### src/rtl/pfif_pkg.sv
package pfif_pkg;

  localparam int PAGE_COUNT   = 8;
  localparam int COLUMN_COUNT = 128;
  localparam int ROW_COUNT    = PAGE_COUNT * 8;
  localparam int MEM_DEPTH    = PAGE_COUNT * COLUMN_COUNT;

  localparam int PAGE_W = (PAGE_COUNT > 1) ? $clog2(PAGE_COUNT) : 1;
  localparam int COL_W  = $clog2(COLUMN_COUNT);
  localparam int ADDR_W = $clog2(MEM_DEPTH);

  // operation codes
  localparam logic OP_INVERT = 1'b0;
  localparam logic OP_PULL   = 1'b1;

  // display command bytes
  localparam logic [7:0] PAGE_CMD    = 8'hB0;
  localparam logic [7:0] COL_LO_CMD  = 8'h00;
  localparam logic [7:0] COL_HI_CMD  = 8'h10;
  localparam logic [7:0] NIBBLE_MASK = 8'h0F;

  // position within a page of the flush
  localparam logic [7:0] POS_PAGE   = 8'd0;
  localparam logic [7:0] POS_COL_LO = 8'd1;
  localparam logic [7:0] POS_COL_HI = 8'd2;
  localparam logic [7:0] POS_DATA   = 8'd3;

  typedef struct packed {
    logic clr_wr;
    logic start_inv;
    logic inv_rd;
    logic inv_wr;
    logic pull_rd;
    logic pull_out;
    logic res_imm;
    logic res_rej;
  } pfif_cmd_t;

  typedef struct packed {
    logic busy;
    logic rect_empty;
    logic clr_last;
    logic inv_last;
  } pfif_sts_t;

endpackage

### src/rtl/pfif_ctrl.sv
module pfif_ctrl import pfif_pkg::*; (
  input  logic      clk,
  input  logic      rst,
  input  logic      in_valid,
  input  logic      operation,
  output logic      in_ready,
  output logic      out_valid,
  input  logic      out_ready,
  input  pfif_sts_t sts,
  output pfif_cmd_t cmd
);

  localparam logic [2:0] S_CLEAR    = 3'd0;
  localparam logic [2:0] S_IDLE     = 3'd1;
  localparam logic [2:0] S_INV_RD   = 3'd2;
  localparam logic [2:0] S_INV_WR   = 3'd3;
  localparam logic [2:0] S_PULL_OUT = 3'd4;

  logic [2:0] state, state_next;
  logic       out_valid_next;
  logic       accept;

  always_comb begin
    in_ready       = (state == S_IDLE) && (!out_valid || out_ready);
    accept         = in_valid && in_ready;
    cmd            = '0;
    state_next     = state;
    out_valid_next = out_valid && !out_ready;
    unique case (state)
      S_CLEAR: begin
        cmd.clr_wr = 1'b1;
        if (sts.clr_last) begin
          state_next = S_IDLE;
        end
      end
      S_IDLE: begin
        if (accept) begin
          if (operation == OP_INVERT) begin
            cmd.res_imm    = 1'b1;
            cmd.res_rej    = sts.busy;
            out_valid_next = 1'b1;
            if (!sts.busy && !sts.rect_empty) begin
              cmd.start_inv = 1'b1;
              state_next    = S_INV_RD;
            end
          end else if (!sts.busy) begin
            cmd.res_imm    = 1'b1;
            out_valid_next = 1'b1;
          end else begin
            cmd.pull_rd = 1'b1;
            state_next  = S_PULL_OUT;
          end
        end
      end
      S_INV_RD: begin
        cmd.inv_rd = 1'b1;
        state_next = S_INV_WR;
      end
      S_INV_WR: begin
        cmd.inv_wr = 1'b1;
        state_next = sts.inv_last ? S_IDLE : S_INV_RD;
      end
      S_PULL_OUT: begin
        cmd.pull_out   = 1'b1;
        out_valid_next = 1'b1;
        state_next     = S_IDLE;
      end
      default: begin
        state_next = S_IDLE;
      end
    endcase
  end

  always_ff @(posedge clk) begin
    if (rst) begin
      state     <= S_CLEAR;
      out_valid <= 1'b0;
    end else begin
      state     <= state_next;
      out_valid <= out_valid_next;
    end
  end

  // a result is never loaded over one still waiting
  a_no_overwrite: assert property (@(posedge clk) disable iff (rst)
    (cmd.res_imm || cmd.pull_out) |-> (!out_valid || out_ready))
    else $error("result register overwritten");

  // the clearing pass runs once, only after reset
  a_clear_once: assert property (@(posedge clk) disable iff (rst)
    (state != S_CLEAR) |=> (state != S_CLEAR))
    else $error("clearing pass re-entered");

  // a write-back always follows its read
  a_rmw_order: assert property (@(posedge clk) disable iff (rst)
    (state == S_INV_WR) |-> ($past(state) == S_INV_RD))
    else $error("write-back without read");

  // a pull result follows an accepted pull while a flush is pending
  a_pull_source: assert property (@(posedge clk) disable iff (rst)
    (state == S_PULL_OUT) |-> ($past(accept) && $past(sts.busy)))
    else $error("pull result without pending flush");

endmodule

### config.mk
export PLATFORM = sky130hd
export DESIGN_NAME = pfif_ctrl
export DESIGN_NICKNAME = d
export VERILOG_FILES = /design/src/rtl/pfif_pkg.sv /design/src/rtl/pfif_ctrl.sv
export SDC_FILE = /design/constraint.sdc
export NUM_CORES = 1
export LEC_CHECK = 0
export ABC_CLOCK_PERIOD_IN_PS = 1700
export BUFFER_PORTS_ARGS = -buffer_cell sky130_fd_sc_hd__buf_2
export CAP_MARGIN = 5
export CORE_AREA = 5 5 42 44
export DETAILED_ROUTE_END_ITERATION = 6
export DIE_AREA = 0 0 47 49
export PLACE_DENSITY = 0.53
export SLEW_MARGIN = 20
export SYNTH_ARGS = -nofsm -noshare
export SYNTH_HDL_FRONTEND = slang
export SYNTH_SLANG_ARGS = --single-unit
### constraint.sdc
create_clock -name clk -period 1.7 [get_ports clk]
set_input_delay 0.255 -clock clk [delete_from_list [all_inputs] [get_ports clk]]
set_output_delay 0.255 -clock clk [all_outputs]
set_load 0.05 [all_outputs]
==> flow_summary.yaml <==
setup_path:
  path_max_fanout: 6
  arrival_ps: 1340
  start_kind: "flip-flop"
  end_kind: "primary output"
  startpoint: "state[2]"
  worst-setup-path-type: "flip-flop to primary output"
  r2r-start: "state[0]"
  ff2ff_setup_slack_ps: 590
  critPathRequiredTime_ps: 1440
power_and_ir_drop:
  leakagePower_nw: 0.224
  p_per_area_nw_per_um2: 712
  peakVddDrop_mv: 0.348
  power.total_w: 0.000344
routing:
  avgRoutedWirePerCell_um: 10.7
  post_drt_via_cell_ratio: 4.39
  final_antenna_net_count: 0
  wl_um: 800
  num_vias: 329
  drtIter0Drc: 7
  drcViolationCount: 0
  dr.pass1.iters: 2
finish:
  fin_util_pct: 34.5
  final_area_um2: 483
  drive_gt1_share_pct: 57.6
  final_cells: 75
  antenna_cells: 0
  fin_nets: 70
  synthToLayoutAreaGrowth_pct: 60.2
run_status:
  status: "finished, final reports clean"
die:
  pin_count: 19
  core_area_um2: 1400
  initial_utilization_pct: 21.5
  fp.dieW_um: 47
  rows: 14
  die_h_um: 49
  die-area_um2: 2300
synth:
  synth_top_area_share_pct: 26.6
  synth.largest_area_cell: "dfxtp_1"
  synth_most_common_cell: "nand2_1"
  synth_common_cells: "nand2_1 (5), dfxtp_1 (4), inv_1 (4)"
  synth_ff_type: "dfxtp_1"
  ys_async_sr_fraction_pct: 0
  syn_area_um2: 302
  synth-seq-area-share_pct: 26.6
  syn_nets: 47
  synth_top_family_by_area: "simple AND/OR/NAND/NOR gates"
  ys_ff_latch: 4
  synth_edf_count: 0
  synth_compound_area_share_pct: 17.8
  synth-xor-area-share_pct: 0
  synth_cells: 38
  yosysUniqueCellTypes: 20
  synth.area.mux_share_pct: 0
  yosys_warnings: 0
  synth_fa_ha_area_share_pct: 0
  yosys-top-cells-area: "dfxtp_1 (27%), nor3b_1 (7.5%), nand4_4 (7.1%)"
  syn_avg_cell_area_um2: 7.94
  synthSimpleGateAreaFrac_pct: 48.1
global_routing:
  grt_pass1_vias: 335
  antenna_found_initial: 0
  grt_remaining_overflow: 0
  grt_max_degree: 8
  track_usage_pct: 7.82
  grt_pass1_wl_um: 1300
timing:
  max_slew_margin_pct: 83.3
  setup_viol: 0
  post-route-period-util_pct: 93.7
  rsz0062_at_grt: "no"
  skew_ps: 1.76
  worst_pin_slew_ps: 252
  fmax_ghz: 0.628
  hold_viol: 0
  slew_violations: 0
  finalCriticalPeriod_ps: 1590
clock_tree:
  path_clk_slew_ps: 40
  clock-sinks: 4
  cts-root-buf: "clkbuf_4"
  cts_tree: "done"
  insertion_delay_ps: 230
  cts-buffers-inserted: 3
  h-tree-depth: 1
  postCtsSetupBuffers: 0
  holdBufCountCts: 0
  clock_path_buffers: 2
place:
  hpwl_um: 690
  finalWeightedCongestion: 0.678
  place_area_um2: 443
  portBuffers: 18
  dp_cells: 72
min_path:
  hp-start: "rst"
  hold_class: "input pin to flip-flop"
flow_run:
  maxCapViolations: 0
## metal layers
layer  share of wire, %  global-route usage [%]
met5                  0                       0
met4                  0                       0
met3                 11                    7.01
met2                 38                    10.2
met1                 51                    10.3
## registers in the layout (all words and copies together), names as in the netlist
signal     count
state          3
out_valid      1
## path summary, 6_finish.rpt
kind | end | depth (start not counted)
min | state[2] | 2
max reg2reg | state[1] | 4
max | cmd[0] | 4
min reg2reg | state[2] | 2
## timing repair
| action | CTS | global route |
|---|---|---|
| pin swaps | 0 | 1 |
| resized for setup | 2 | 5 |
| cloned | 0 | 0 |
| endpoints found under the setup margin | 2 | 4 |
## worst max-delay path: stages, from the launching register on
cell and delay [ps]:
dfxtp_2 360, nor2_4 170, nand4_4 160, nor3b_2 240, buf_6 180
## layout make-up
cell class / count / area, um2
repair buffers: 19 / 113
fillers: 161 / 918
well taps: 16 / 20.0
clock buffers: 3 / 22.5
multi-input cells: 29 / 230
inverters: 4 / 15.0
flip-flops and latches: 4 / 82.6
## stage by stage
| stage | setup WS [ps] | hold slack, ps | setup TNS (ps) |
|---|---|---|---|
| after floorplan | -97.4 | 334 | -179 |
| after global placement | 252 | 483 | 0 |
| after detailed placement | 223 | 475 | 0 |
| after CTS | 5.03 | 228 | 0 |
| after global routing | 33.6 | 226 | 0 |
| final | 107 | 229 | 0 |
## report_power, final
group	switching, W	total, W	internal (W)
registers	0.00000891	0.000109	0.000100
clock network	0.0000366	0.000115	0.0000788
logic	0.0000810	0.000120	0.0000387
total	0.000127	0.000344	0.000218
## logic make-up (layout without fill, tap and decap cells)
kind of cell           count (synthesis)  after routing
buffers and inverters                  5             26
AO/OA/AOI/OAI                          8              8
AND/OR/NAND/NOR                       21             21
flip-flops                             4              4
## cells in the final DEF, fill, tap and decap left out
cell,synthesis,final
or3_4,1,1
o31a_1,1,1
a21oi_1,2,2
buf_6,0,2
nor3b_2,0,3
nand4_4,1,1
nor3_2,1,2
nor2b_1,1,1
a21boi_1,1,1
nor2_4,1,1
buf_2,0,15
buf_4,1,1
nor3_4,0,1
and4_1,1,1
nand2b_1,1,1
nor3_1,3,1
dfxtp_2,0,2
a21oi_2,1,1
clkbuf_4,0,4
nor2_1,2,2
inv_1,4,4
a31oi_1,3,3
nand4_1,1,1
nand2_1,5,5
dfxtp_1,4,2
Note: power is estimated with default switching activity, not from simulation.
